File: config.mk
export PLATFORM = sky130hd
export DESIGN_NAME = utf8_stream_validator
export DESIGN_NICKNAME = d
export VERILOG_FILES = /design/src/hw/rtl/utf8v_pkg.sv /design/src/hw/rtl/utf8_stream_validator.sv
export SDC_FILE = /design/constraint.sdc
export NUM_CORES = 1
export LEC_CHECK = 0
export ABC_AREA = 1
export CAP_MARGIN = 20
export CORE_MARGIN = 2
export CORE_UTILIZATION = 35
export CTS_CLUSTER_DIAMETER = 40
export CTS_CLUSTER_SIZE = 10
export DETAILED_ROUTE_END_ITERATION = 8
export DONT_BUFFER_PORTS = 1
export HOLD_SLACK_MARGIN = 0.15
export PLACE_DENSITY = 0.58
export SYNTH_ARGS = -nofsm -noshare
export SYNTH_HDL_FRONTEND = slang
export SYNTH_SLANG_ARGS = --single-unit
export TNS_END_PERCENT = 100
File: constraint.sdc
create_clock -name clk -period 3.9 [get_ports clk]
set_clock_uncertainty 0.1 [all_clocks]
set_input_delay 1.17 -clock clk [delete_from_list [all_inputs] [get_ports clk]]
set_output_delay 1.17 -clock clk [all_outputs]
set_load 0.01 [all_outputs]
File: src/hw/rtl/utf8v_pkg.sv
// Package with the shared types and byte-class constants of the UTF-8 stream validator.
package utf8v_pkg;

  // Extra check applied to the first continuation byte after certain lead bytes.
  typedef enum logic [1:0] {
    RULE_NONE = 2'd0,  // no extra check
    RULE_ED   = 2'd1,  // after ED: byte must be in 80-9F
    RULE_E0   = 2'd2,  // after E0: byte must be A0 or above
    RULE_F0   = 2'd3   // after F0: byte must be 90 or above
  } rule_t;

  // Number of continuation bytes still expected.
  typedef logic [1:0] pend_t;

  localparam logic [7:0] LEAD_ED_BYTE   = 8'hED;
  localparam logic [7:0] C2_MASK        = 8'h1E;
  localparam logic [7:0] E0_MASK        = 8'h0F;
  localparam logic [7:0] F0_MASK        = 8'h07;
  localparam logic [7:0] CONT_MASK      = 8'hC0;
  localparam logic [7:0] CONT_PATTERN   = 8'h80;
  localparam logic [7:0] ED_CONT_MAX    = 8'h9F;
  localparam logic [7:0] E0_CONT_BIT    = 8'h20;
  localparam logic [7:0] F0_CONT_BITS   = 8'h30;

  // Result of one state update step.
  typedef struct packed {
    pend_t pend;
    rule_t rule;
    logic  err;
  } scan_state_t;

endpackage

File: src/hw/rtl/utf8_stream_validator.sv
// Top level of the UTF-8 stream validator: input register, state update and result register.

// The validator checks a UTF-8 string that arrives one byte per input transfer and
// gives exactly one result transfer, string_valid, when the string closes: on a
// transfer with in_end_only set (its data byte is ignored), or after checking the
// byte of a transfer with in_last_byte set. An end-only transfer with no bytes
// before it reports an empty string as valid. The first error in a string is kept
// until the string closes, and an unfinished multi-byte sequence at the close is an
// error. Throughput is one byte per clock cycle while the input is not stalled; a
// closing transfer passes the input register, then the result register. The block only
// stalls its input when a closing transfer reaches the state-update stage while the
// result register still holds a verdict that the consumer has not taken; bytes that
// do not close a string never wait for the result side.
module utf8_stream_validator (
  input  logic       clk,
  input  logic       rst_n,
  // Input channel.
  input  logic       in_valid,
  output logic       in_ready,
  input  logic [7:0] in_data_byte,
  input  logic       in_last_byte,
  input  logic       in_end_only,
  // Result channel.
  output logic       out_valid,
  input  logic       out_ready,
  output logic       out_string_valid
);
  import utf8v_pkg::*;

  // Input register stage.
  logic       s1_vld_r;
  logic [7:0] s1_byte_r;
  logic       s1_last_r;
  logic       s1_end_r;

  // Scanner state for the string in progress.
  pend_t pend_r;
  rule_t rule_r;
  logic  err_r;

  // Result register.
  logic out_vld_r;
  logic out_sv_r;

  logic        s1_closes;
  logic        out_slot_free;
  logic        s1_adv;
  scan_state_t byte_nxt;
  scan_state_t scan_nxt;
  logic        verdict_nxt;

  // A closing item needs room in the result register; other items always move on.
  assign s1_closes     = s1_end_r | s1_last_r;
  assign out_slot_free = ~out_vld_r | out_ready;
  assign s1_adv        = s1_vld_r & (~s1_closes | out_slot_free);
  assign in_ready      = ~s1_vld_r | s1_adv;

  // State update for one data byte. When no continuation byte is pending the byte
  // is treated as a lead byte; otherwise it is the next continuation byte, and a
  // byte that is not of the form 10xxxxxx is flagged but still counted.
  always_comb begin
    byte_nxt.pend = pend_r;
    byte_nxt.rule = rule_r;
    byte_nxt.err  = err_r;
    if (pend_r == pend_t'(0)) begin
      byte_nxt.rule = RULE_NONE;
      if (s1_byte_r[7] == 1'b0) begin
        // Plain ASCII.
        byte_nxt.pend = pend_t'(0);
      end else if (s1_byte_r[6] == 1'b0) begin
        // Stray continuation byte in lead position.
        byte_nxt.err  = 1'b1;
        byte_nxt.pend = pend_t'(0);
      end else if (s1_byte_r[5] == 1'b0) begin
        // Two-byte lead; C0 and C1 would encode overlong forms.
        if ((s1_byte_r & C2_MASK) == 8'h00) begin
          byte_nxt.err = 1'b1;
        end
        byte_nxt.pend = pend_t'(1);
      end else if (s1_byte_r[4] == 1'b0) begin
        // Three-byte lead; ED excludes surrogates and E0 excludes overlong forms.
        if (s1_byte_r == LEAD_ED_BYTE) begin
          byte_nxt.rule = RULE_ED;
        end else if ((s1_byte_r & E0_MASK) == 8'h00) begin
          byte_nxt.rule = RULE_E0;
        end
        byte_nxt.pend = pend_t'(2);
      end else if (s1_byte_r[3] == 1'b0) begin
        // Four-byte lead; F0 excludes overlong forms.
        if ((s1_byte_r & F0_MASK) == 8'h00) begin
          byte_nxt.rule = RULE_F0;
        end
        byte_nxt.pend = pend_t'(3);
      end else begin
        // F8-FF never appear in UTF-8.
        byte_nxt.err  = 1'b1;
        byte_nxt.pend = pend_t'(0);
      end
    end else begin
      if ((s1_byte_r & CONT_MASK) != CONT_PATTERN) begin
        byte_nxt.err = 1'b1;
      end
      unique case (rule_r)
        RULE_ED: begin
          if ((s1_byte_r < CONT_PATTERN) || (s1_byte_r > ED_CONT_MAX)) begin
            byte_nxt.err = 1'b1;
          end
        end
        RULE_E0: begin
          if ((s1_byte_r & E0_CONT_BIT) == 8'h00) begin
            byte_nxt.err = 1'b1;
          end
        end
        RULE_F0: begin
          if ((s1_byte_r & F0_CONT_BITS) == 8'h00) begin
            byte_nxt.err = 1'b1;
          end
        end
        default: begin
        end
      endcase
      byte_nxt.rule = RULE_NONE;
      byte_nxt.pend = pend_r - pend_t'(1);
    end
  end

  // An end-only item carries no byte. A closing item produces the verdict and
  // returns the scanner to its idle state.
  always_comb begin
    if (s1_end_r) begin
      scan_nxt.pend = pend_r;
      scan_nxt.rule = rule_r;
      scan_nxt.err  = err_r;
    end else begin
      scan_nxt = byte_nxt;
    end
    verdict_nxt = ~scan_nxt.err & (scan_nxt.pend == pend_t'(0));
  end

  always_ff @(posedge clk) begin
    if (!rst_n) begin
      s1_vld_r  <= 1'b0;
      pend_r    <= pend_t'(0);
      rule_r    <= RULE_NONE;
      err_r     <= 1'b0;
      out_vld_r <= 1'b0;
    end else begin
      if (in_ready) begin
        s1_vld_r <= in_valid;
      end
      if (s1_adv) begin
        if (s1_closes) begin
          pend_r <= pend_t'(0);
          rule_r <= RULE_NONE;
          err_r  <= 1'b0;
        end else begin
          pend_r <= scan_nxt.pend;
          rule_r <= scan_nxt.rule;
          err_r  <= scan_nxt.err;
        end
      end
      if (s1_adv && s1_closes) begin
        out_vld_r <= 1'b1;
      end else if (out_ready) begin
        out_vld_r <= 1'b0;
      end
    end
  end

  // Payload registers need no reset.
  always_ff @(posedge clk) begin
    if (in_ready && in_valid) begin
      s1_byte_r <= in_data_byte;
      s1_last_r <= in_last_byte;
      s1_end_r  <= in_end_only;
    end
    if (s1_adv && s1_closes) begin
      out_sv_r <= verdict_nxt;
    end
  end

  assign out_valid        = out_vld_r;
  assign out_string_valid = out_sv_r;

  // A second-byte rule only exists while continuation bytes are pending.
  a_rule_needs_pend: assert property (@(posedge clk) disable iff (!rst_n)
    (rule_r != RULE_NONE) |-> (pend_r != pend_t'(0)))
    else $error("second-byte rule set with no pending continuation byte");

  // A rule is set only by its lead byte, so the pending count matches the lead.
  a_rule_pend_match: assert property (@(posedge clk) disable iff (!rst_n)
    ((rule_r == RULE_F0) |-> (pend_r == pend_t'(3))) and
    (((rule_r == RULE_ED) || (rule_r == RULE_E0)) |-> (pend_r == pend_t'(2))))
    else $error("second-byte rule does not match pending count");

  // Closing a string clears all scanner state.
  a_close_clears: assert property (@(posedge clk) disable iff (!rst_n)
    (s1_adv && s1_closes) |=> ((pend_r == pend_t'(0)) && (rule_r == RULE_NONE) && !err_r))
    else $error("scanner state not cleared after string close");

  // The input stage only holds back when a verdict is blocked by a full result register.
  a_stall_reason: assert property (@(posedge clk) disable iff (!rst_n)
    (s1_vld_r && !s1_adv) |-> (s1_closes && out_vld_r && !out_ready))
    else $error("input stage stalled without a blocked verdict");

endmodule

==> impl_metrics.env, run 1 <==
export IMPL_outcome="completed"
export IMPL_numClockSinks=18
export IMPL_seq_area_frac_synth_pct=55.7
export IMPL_hold_class="flop to flop"
export IMPL_worstRegToRegCells=4
export IMPL_die_area_sq_um=2820
export IMPL_final_hold_viol_count=0
export IMPL_synth_cell_types=22
export IMPL_cts_tree="yes"
export IMPL_clockBufferDepth=2
export IMPL_critPathRequiredTime_ns=2.63
export IMPL_core_area_sq_um=2250
export IMPL_die_y_um=53.1
export IMPL_crit_buf_inv=0
export IMPL_drt_wl_total_um=1340
export IMPL_nNetsFinal=110
export IMPL_stdcell_count=123
export IMPL_setup_viol=0
export IMPL_cts_root_buf="clkbuf_4"
export IMPL_min_delay_start="rule_r[1]"
export IMPL_num_io_pins=17
export IMPL_fmax_mhz=347
export IMPL_maxCapViolations=0
export IMPL_post_dp_hpwl_um=1010
export IMPL_numCtsBuffers=3
export IMPL_yosys_warnings=0
export IMPL_fillCellCount=247
export IMPL_hold_ws_ns=0.394
export IMPL_ant_nets=0
export IMPL_drv_slew=0
export IMPL_io_buffers=0
export IMPL_cp_arrival_ns=1.61
export IMPL_grt_max_degree=11
export IMPL_crit_path_top_delay_cell="nor2_1"
export IMPL_postCtsSetupBuffers=0
export IMPL_via_per_inst=4.93
export IMPL_worst_path_max_fanout=3
export IMPL_r2r_end="s1_byte_r[4]"
export IMPL_crit_end="in_ready"
export IMPL_clk_pin_slew_ns=0.10
export IMPL_start_util_pct=37.5
export IMPL_slew_headroom_pct=76.1
export IMPL_crit_start="out_ready"
export IMPL_grt_overflow_total=0
export IMPL_grt_pass1_vias=619
export IMPL_synthCells=91
export IMPL_firstDrtPassIters=4
export IMPL_drcViolationCount=0
export IMPL_end_kind="output pin"
export IMPL_synthToLayoutAreaGrowth_pct=8.44
export IMPL_synthesis_area_sq_um=845
export IMPL_worstPathCellList="nor2_1, nand3_1"
export IMPL_wire_per_inst_um=10.9
export IMPL_grt_first_pass_wirelength_um=2390
export IMPL_crit_cells=2
export IMPL_p_leak_nw=0.336
export IMPL_startpoint_type="input port"
export IMPL_synthesis_nets=105
export IMPL_gp_congestion=0.784
export IMPL_regToRegSetupSlack_ns=2.22
export IMPL_clk_latency_ns=0.29
export IMPL_drtIter0Drc=12
export IMPL_drive_gt1_share_pct=23.2
export IMPL_grt_usage_pct=11.8
export IMPL_cpPeakStageDelay_ns=0.22
export IMPL_finalCritPeriodShare_pct=73.9
export IMPL_reg2reg_from="s1_end_r"
export IMPL_chipWidth_um=53.1
export IMPL_path_delay_family="simple AND/OR/NAND/NOR gates"
export IMPL_grt_antenna_before_repair=0
export IMPL_power_density_nw_per_um2=389
export IMPL_rows=17
export IMPL_vias=606
export IMPL_rsz0062_at_grt="false"
export IMPL_worstMarginPinSlew_ns=0.358
export IMPL_crit_type="input port to output pin"
export IMPL_total_power_w=0.000356
export IMPL_ctsResizeCount=0
export IMPL_min_period_ns=2.88
export IMPL_synth_area_per_cell_sq_um=9.28
export IMPL_cts_max_level=1
export IMPL_diodes=0
export IMPL_cts_hold_buf=0
export IMPL_ys_seq_elements=18
export IMPL_irDropWorstVdd_uv=235
export IMPL_dp_cells=119
export IMPL_setup_tns_ns=0
[Yosys cell counts]
cell / count / area (sq um)
a21boi_1: 1 / 7.51
a21oi_1: 6 / 30.0
a21oi_2: 3 / 26.3
dfxtp_1: 7 / 140
edfxtp_1: 11 / 330
inv_1: 10 / 37.5
inv_2: 4 / 15.0
nand2_1: 19 / 71.3
nand2_2: 1 / 6.26
nand3_1: 7 / 35.0
nand3_2: 1 / 10.0
nand4_1: 3 / 18.8
nor2_1: 7 / 26.3
nor2_2: 3 / 18.8
nor2_4: 1 / 11.3
nor3_2: 1 / 10.0
o211ai_2: 1 / 12.5
o21ai_0: 1 / 5.00
o21ai_1: 1 / 5.00
o22ai_2: 1 / 12.5
or2_2: 1 / 6.26
or2_4: 1 / 8.76
[metal layers]
| layer | GRT usage (%) | routed length (um) | up-vias |
|---|---|---|---|
| li1 | - | - | 310 |
| met1 | 13.9 | 627 | 276 |
| met2 | 19.6 | 634 | 15 |
| met3 | 2.54 | 47 | 5 |
| met4 | 7.26 | 28 | 0 |
| met5 | 0 | 0 | - |
[worst min path at each step]
stage | to | slack (ns) | cells past startpoint
floorplan | rule_r[1] | 0.36 | 2
finish | rule_r[1] | 0.39 | 2
CTS | rule_r[1] | 0.39 | 2
global placement | rule_r[0] | 0.37 | 2
global route | err_r | 0.43 | 2
detailed placement | rule_r[1] | 0.38 | 2
[metrics by stage]
step	setup WS (ns)	utilization, %	area (sq um)
6_report	1.02	40.6	916
5_1_grt	0.971	40.6	916
4_1_cts	1.02	40.6	916
3_5_place_dp	1.03	39.0	880
3_3_place_gp	1.05	39.0	880
2_1_floorplan	1.10	-	845
[cell usage in the layout (no fill, tap or decap), types with 3 or more instances in the layout]
| cell | Yosys | routed |
|---|---|---|
| nand2_1 | 19 | 19 |
| edfxtp_1 | 11 | 11 |
| inv_1 | 10 | 10 |
| nor2_1 | 7 | 7 |
| nand3_1 | 7 | 7 |
| dfxtp_1 | 7 | 7 |
| a21oi_1 | 6 | 6 |
| inv_2 | 4 | 4 |
| a21oi_2 | 3 | 3 |
| nor2_2 | 3 | 3 |
| nand4_1 | 3 | 3 |
| clkbuf_4 | 0 | 3 |
[power by group]
part / total (W) / switching [W] / internal (W) / leakage (nW)
clock: 0.000113 / 0.0000560 / 0.0000568 / 0.0210
combinational: 0.0000262 / 0.0000174 / 0.00000876 / 0.152
sequential: 0.000217 / 0.00000640 / 0.000211 / 0.163
[flip-flops by register name (all words and copies together), names as in the netlist]
name              flops
s1_last_r             1
s1_byte_r             8
out_valid             1
pend_r                2
out_string_valid      1
rule_r                2
s1_vld_r              1
err_r                 1
s1_end_r              1
[area by class of cell]
| cell class | count | area (sq um) | area share (%) |
|---|---|---|---|
| Tap cell | 28 | 35.0 | 3.83 |
| Inverter | 14 | 52.6 | 5.74 |
| Clock buffer | 4 | 36.3 | 3.96 |
| Multi-Input combinational cell | 59 | 322 | 35.1 |
| Sequential cell | 18 | 470 | 51.4 |
[kinds of logic after synthesis]
kind of cell,after synthesis,share of synthesized area [%]
compound gates,14,11.7
buf+inv,14,6.22
flops,18,55.7
simple gates,45,26.4
(Power assumes the default switching activity.)
==> run 2, diff against run 1 <==
Settings changed: ABC_AREA 1 to 0, PLACE_DENSITY 0.58 to 0.6.
Clock period 3.9 ns to 2.6 ns, I/O delays scaled along.
==> impl_metrics.env, run 2 <==
export IMPL_slew_headroom_pct=47.5
export IMPL_ys_seq_elements=18
export IMPL_wire_per_inst_um=12.8
export IMPL_crit_type="flop to output pin"
export IMPL_seq_area_frac_synth_pct=58.2
export IMPL_clockBufferDepth=2
export IMPL_worstRegToRegCells=3
export IMPL_final_hold_viol_count=0
export IMPL_place_area_sq_um=833
export IMPL_cts_max_level=1
export IMPL_numClockSinks=18
export IMPL_largestRegisters="s1_byte_r x8, pend_r x2, rule_r x2"
export IMPL_ant_nets=0
export IMPL_ys_dominant_reg_cell="edfxtp_1"
export IMPL_worst_path_max_fanout=7
export IMPL_gp_congestion=0.735
export IMPL_cp_arrival_ns=1.27
export IMPL_post_synth_top_count_cell="edfxtp_1"
export IMPL_grt_overflow_total=0
export IMPL_final_cell_mix="edfxtp_1 (11), dfxtp_1 (7), nand2_1 (5)"
export IMPL_nNetsFinal=89
export IMPL_grt_usage_pct=10.6
export IMPL_synth_top_cells_by_area="edfxtp_1 (41%), dfxtp_1 (17%), nor3b_2 (3.1%)"
export IMPL_crit_end="in_ready"
export IMPL_grt_first_pass_wirelength_um=2080
export IMPL_seqPwrFrac_pct=67.2
export IMPL_firstDrtPassIters=4
export IMPL_clk_latency_ns=0.28
export IMPL_synthTopCellsByCount="edfxtp_1 (11), dfxtp_1 (7), nand2_1 (5)"
export IMPL_p_leak_nw=0.290
export IMPL_diodes=0
export IMPL_outcome="completed"
export IMPL_rows=17
export IMPL_core_area_sq_um=2190
export IMPL_setup_tns_ns=0
export IMPL_postCtsSetupBuffers=0
export IMPL_largest_reg_flops=8
export IMPL_crit_start="s1_end_r"
export IMPL_vias=553
export IMPL_grt_max_degree=11
export IMPL_synth_edf_count=11
export IMPL_finalCritPeriodShare_pct=82.8
export IMPL_min_delay_start="pend_r[0]"
export IMPL_die_y_um=52.1
export IMPL_io_buffers=0
export IMPL_hold_ws_ns=0.432
export IMPL_synth_area_per_cell_sq_um=11.4
export IMPL_r2r_end="s1_byte_r[0]"
export IMPL_final_util_pct=39.2
export IMPL_synth_top_area_share_pct=40.9
export IMPL_stdcell_area_sq_um=860
export IMPL_power_net_switching_w=0.000108
export IMPL_regToRegSetupSlack_ns=0.63
export IMPL_grt_pass1_vias=507
export IMPL_drv_slew=0
export IMPL_synthToLayoutAreaGrowth_pct=6.35
export IMPL_post_dp_hpwl_um=963
export IMPL_drtIter0Drc=15
export IMPL_die_area_sq_um=2710
export IMPL_ys_async_sr_fraction_pct=0
export IMPL_ctsResizeCount=0
export IMPL_rsz0062_at_grt="false"
export IMPL_power_frac_comb_pct=4.5
export IMPL_cts_hold_buf=0
export IMPL_end_kind="output pin"
export IMPL_internal_power_w=0.000382
export IMPL_largest_register="s1_byte_r"
export IMPL_yosysTopAreaCell="edfxtp_1"
export IMPL_reg2reg_from="s1_end_r"
export IMPL_cts_tree="yes"
export IMPL_num_io_pins=17
export IMPL_synthesis_nets=85
export IMPL_grt_antenna_before_repair=0
export IMPL_worstMarginPinSlew_ns=0.787
export IMPL_setup_viol=0
export IMPL_drt_wl_total_um=1310
export IMPL_critPathRequiredTime_ns=1.72
export IMPL_min_period_ns=2.15
export IMPL_irDropWorstVdd_uv=284
export IMPL_power_density_nw_per_um2=571
export IMPL_via_per_inst=5.42
export IMPL_numCtsBuffers=3
export IMPL_final_common_cell="edfxtp_1"
export IMPL_chipWidth_um=52.1
export IMPL_maxCapViolations=0
export IMPL_start_util_pct=36.9
export IMPL_drcViolationCount=0
export IMPL_yosys_warnings=0
export IMPL_swShare_pct=22.1
export IMPL_drive_gt1_share_pct=10.8
export IMPL_clockPowerShare_pct=28.3
export IMPL_synthesis_area_sq_um=808
export IMPL_cts_root_buf="clkbuf_4"
export IMPL_startpoint_type="flop"
export IMPL_fmax_mhz=465
export IMPL_clk_pin_slew_ns=0.10
export IMPL_synth_cell_types=30
export IMPL_hold_class="flop to flop"
export IMPL_synthCells=71
-- run 2: final cells by class --
cell class / instances / area, sq um
well taps: 28 / 35.0
clock inverters: 1 / 3.75
flip-flops and latches: 18 / 470
clock buffers: 3 / 22.5
multi-input cells: 49 / 317
fillers: 212 / 1330
inverters: 3 / 11.3
-- run 2: cell families (layout without fill, tap and decap cells) --
family / Yosys count / in the layout / share of synthesized area (%)
flops: 18 / 18 / 58.2
simple gates: 30 / 30 / 22.3
buf+inv: 4 / 7 / 2.63
compound gates: 19 / 19 / 16.9
-- run 2: power by group through the flow --
stage / registers [W] / clock network, W / logic [W]
2_1_floorplan: 0.000333 / 0 / 0.0000210
5_1_grt: 0.000331 / 0.000159 / 0.0000247
3_5_place_dp: 0.000336 / 0 / 0.0000222
6_report: 0.000329 / 0.000139 / 0.0000223
3_3_place_gp: 0.000335 / 0 / 0.0000220
4_1_cts: 0.000329 / 0.000148 / 0.0000224
-- run 2: metal layers --
layer	global-route usage, %	vias up	wire length, um
met5	0	-	0
met4	5.26	0	14
met3	2.59	2	65
met2	17.1	20	640
met1	13.2	254	585
li1	-	277	-
-- run 2: metrics by stage --
step           worst slack [ns]  cells  power [W]
2_1_floorplan             0.528     71   0.000354
3_3_place_gp              0.478     98   0.000357
3_5_place_dp              0.451     98   0.000358
4_1_cts                   0.441    102   0.000499
5_1_grt                   0.330    102   0.000515
6_report                  0.448    102   0.000490
-- run 2: worst min path at each step --
| stage | end | depth (start not counted) |
|---|---|---|
| floorplan | pend_r[0] | 2 |
| global placement | pend_r[0] | 2 |
| detailed placement | pend_r[0] | 2 |
| CTS | pend_r[0] | 2 |
| global route | s1_byte_r[7] | 0 |
| finish | pend_r[0] | 2 |
-- run 2: worst max-delay path, stage by stage, from the launching register on --
cell	delay (ns)
edfxtp_1	0.51
o21ai_0	0.27
nor2_1	0.10
inv_1	0.11
==> run 3, diff against run 2 <==
Settings changed: ABC_AREA 0 to 1.
Clock period 2.6 ns to 1.8 ns, I/O delays scaled along.
==> impl_metrics.env, run 3 (synthesis gave the netlist of run 1 again) <==
export IMPL_worst_slack_ns=0.0334
export IMPL_crit_type="flop to output pin"
export IMPL_setup_viol=0
export IMPL_hold_class="input port to flop"
export IMPL_largest_register="s1_byte_r"
export IMPL_crit_path_top_delay_cell="edfxtp_1"
export IMPL_final_cell_mix="nand2_1 (19), edfxtp_1 (11), inv_1 (10)"
export IMPL_grt_first_pass_wirelength_um=2400
export IMPL_clk_pin_slew_ns=0.09
export IMPL_clk_latency_ns=0.30
export IMPL_ant_nets=0
export IMPL_p_leak_nw=0.357
export IMPL_worstMarginPinSlew_ns=0.337
export IMPL_final_hold_viol_count=0
export IMPL_finalCritPeriodShare_pct=98.1
export IMPL_grt_max_degree=11
export IMPL_drive_gt1_share_pct=29.0
export IMPL_cts_tree="yes"
export IMPL_via_per_inst=4.89
export IMPL_slew_headroom_pct=77.5
export IMPL_nNetsFinal=115
export IMPL_numClockSinks=18
export IMPL_min_period_ns=1.77
export IMPL_cts_root_buf="clkbuf_4"
export IMPL_startpoint_type="flop"
export IMPL_wire_per_inst_um=11.7
export IMPL_drt_wl_total_um=1500
export IMPL_drcViolationCount=0
export IMPL_gp_congestion=0.839
export IMPL_cts_max_level=1
export IMPL_diodes=0
export IMPL_cp_arrival_ns=1.13
export IMPL_regToRegSetupSlack_ns=0.21
export IMPL_grt_antenna_before_repair=0
export IMPL_outcome="completed"
export IMPL_num_io_pins=17
export IMPL_grt_busiest_layer="met2"
export IMPL_final_common_cell="nand2_1"
export IMPL_grt_pass1_vias=552
export IMPL_synthToLayoutAreaGrowth_pct=14.7
export IMPL_total_power_w=0.000741
export IMPL_drv_slew=0
export IMPL_rows=17
export IMPL_maxCapViolations=0
export IMPL_grt_util_met2_pct=20.8
export IMPL_vias=626
export IMPL_start_util_pct=37.5
export IMPL_post_place_ws_ns=0.198
export IMPL_largestRegisters="s1_byte_r x8, pend_r x2, rule_r x2"
export IMPL_io_buffers=0
export IMPL_core_area_sq_um=2250
export IMPL_drtIter0Drc=15
export IMPL_grt_usage_pct=12.6
export IMPL_worstPathCellList="or2_4, nand3_4, buf_6"
export IMPL_firstDrtPassIters=4
export IMPL_die_area_sq_um=2820
export IMPL_irDropWorstVdd_uv=490
export IMPL_clockBufferDepth=2
export IMPL_critPathRequiredTime_ns=1.16
export IMPL_grt_overflow_total=0
export IMPL_end_kind="output pin"
export IMPL_largest_reg_flops=8
export IMPL_die_y_um=53.1
export IMPL_met1_usage_pct=13.7
export IMPL_worst_path_max_fanout=3
export IMPL_power_density_nw_per_um2=765
export IMPL_post_dp_hpwl_um=1080
export IMPL_cpPeakStageDelay_ns=0.39
export IMPL_numCtsBuffers=3
export IMPL_chipWidth_um=53.1
export IMPL_fmax_mhz=566
export IMPL_grtUsageMet3_pct=5.08
## run 3: cell count changes in the layout (fill, tap and decap cells not counted), sizes merged, moves of 3 or more
cell	delta
o21ai	-3
nor3b	-3
nand3b	-3
and3	-3
nand3	+4
a21oi	+7
buf	+5
nor2	+7
inv	+11
nand2	+15
## run 3: where the power goes
group	switching, W	internal, W
Combinational	0.0000422	0.0000252
Clock	0.000121	0.0000809
Sequential	0.0000144	0.000457
Total	0.000178	0.000564
## run 3: worst paths after layout
kind / end / cells after the start / startpoint
hold reg to reg: rule_r[1] / 2 / rule_r[1]
hold / removal: s1_end_r / 0 / in_end_only
setup / recovery: in_ready / 3 / s1_end_r
setup reg to reg: out_string_valid / 6 / s1_end_r
## run 3: layer usage
layer	up-vias	routed length, um
met5	-	0
met1	281	640
met4	0	45
li1	324	-
met3	4	74
met2	17	735
## run 3: area by class of cell
type,count,area [sq um]
Fill cell,237,1290
Tap cell,28,35.0
Sequential cell,18,472
Clock buffer,3,22.5
Multi-Input combinational cell,59,342
Inverter,14,52.6
Clock inverter,1,3.75
Timing Repair Buffer,5,41.3
## run 3: per-stage QoR
| step | utilization, % | TNS [ns] | instance area (sq um) | instances | hold slack, ns |
|---|---|---|---|---|---|
| finish | 43.0 | 0 | 968 | 128 | 0.237 |
| global route | 43.0 | -0.00275 | 968 | 128 | 0.225 |
| CTS | 41.8 | 0 | 942 | 127 | 0.229 |
| detailed placement | 39.7 | 0 | 895 | 121 | 0.383 |
| global placement | 39.7 | 0 | 895 | 121 | 0.377 |
| floorplan | - | 0 | 845 | 91 | 0.358 |
## run 3: critical path, delay by kind of cell (launching register included)
kind / cells / cell delay, ns
and+or+nand+nor: 2 / 0.35
buffers and inverters: 1 / 0.10
DFF: 1 / 0.39
## run 3: repair_timing
| item | 4_1_cts | 5_1_grt |
|---|---|---|
| buffers inserted | 2 | 1 |
| setup endpoints to repair | 1 | 1 |
| pin swaps | 1 | 1 |
| hold buffers | 0 | 0 |
| resized for setup | 2 | 4 |
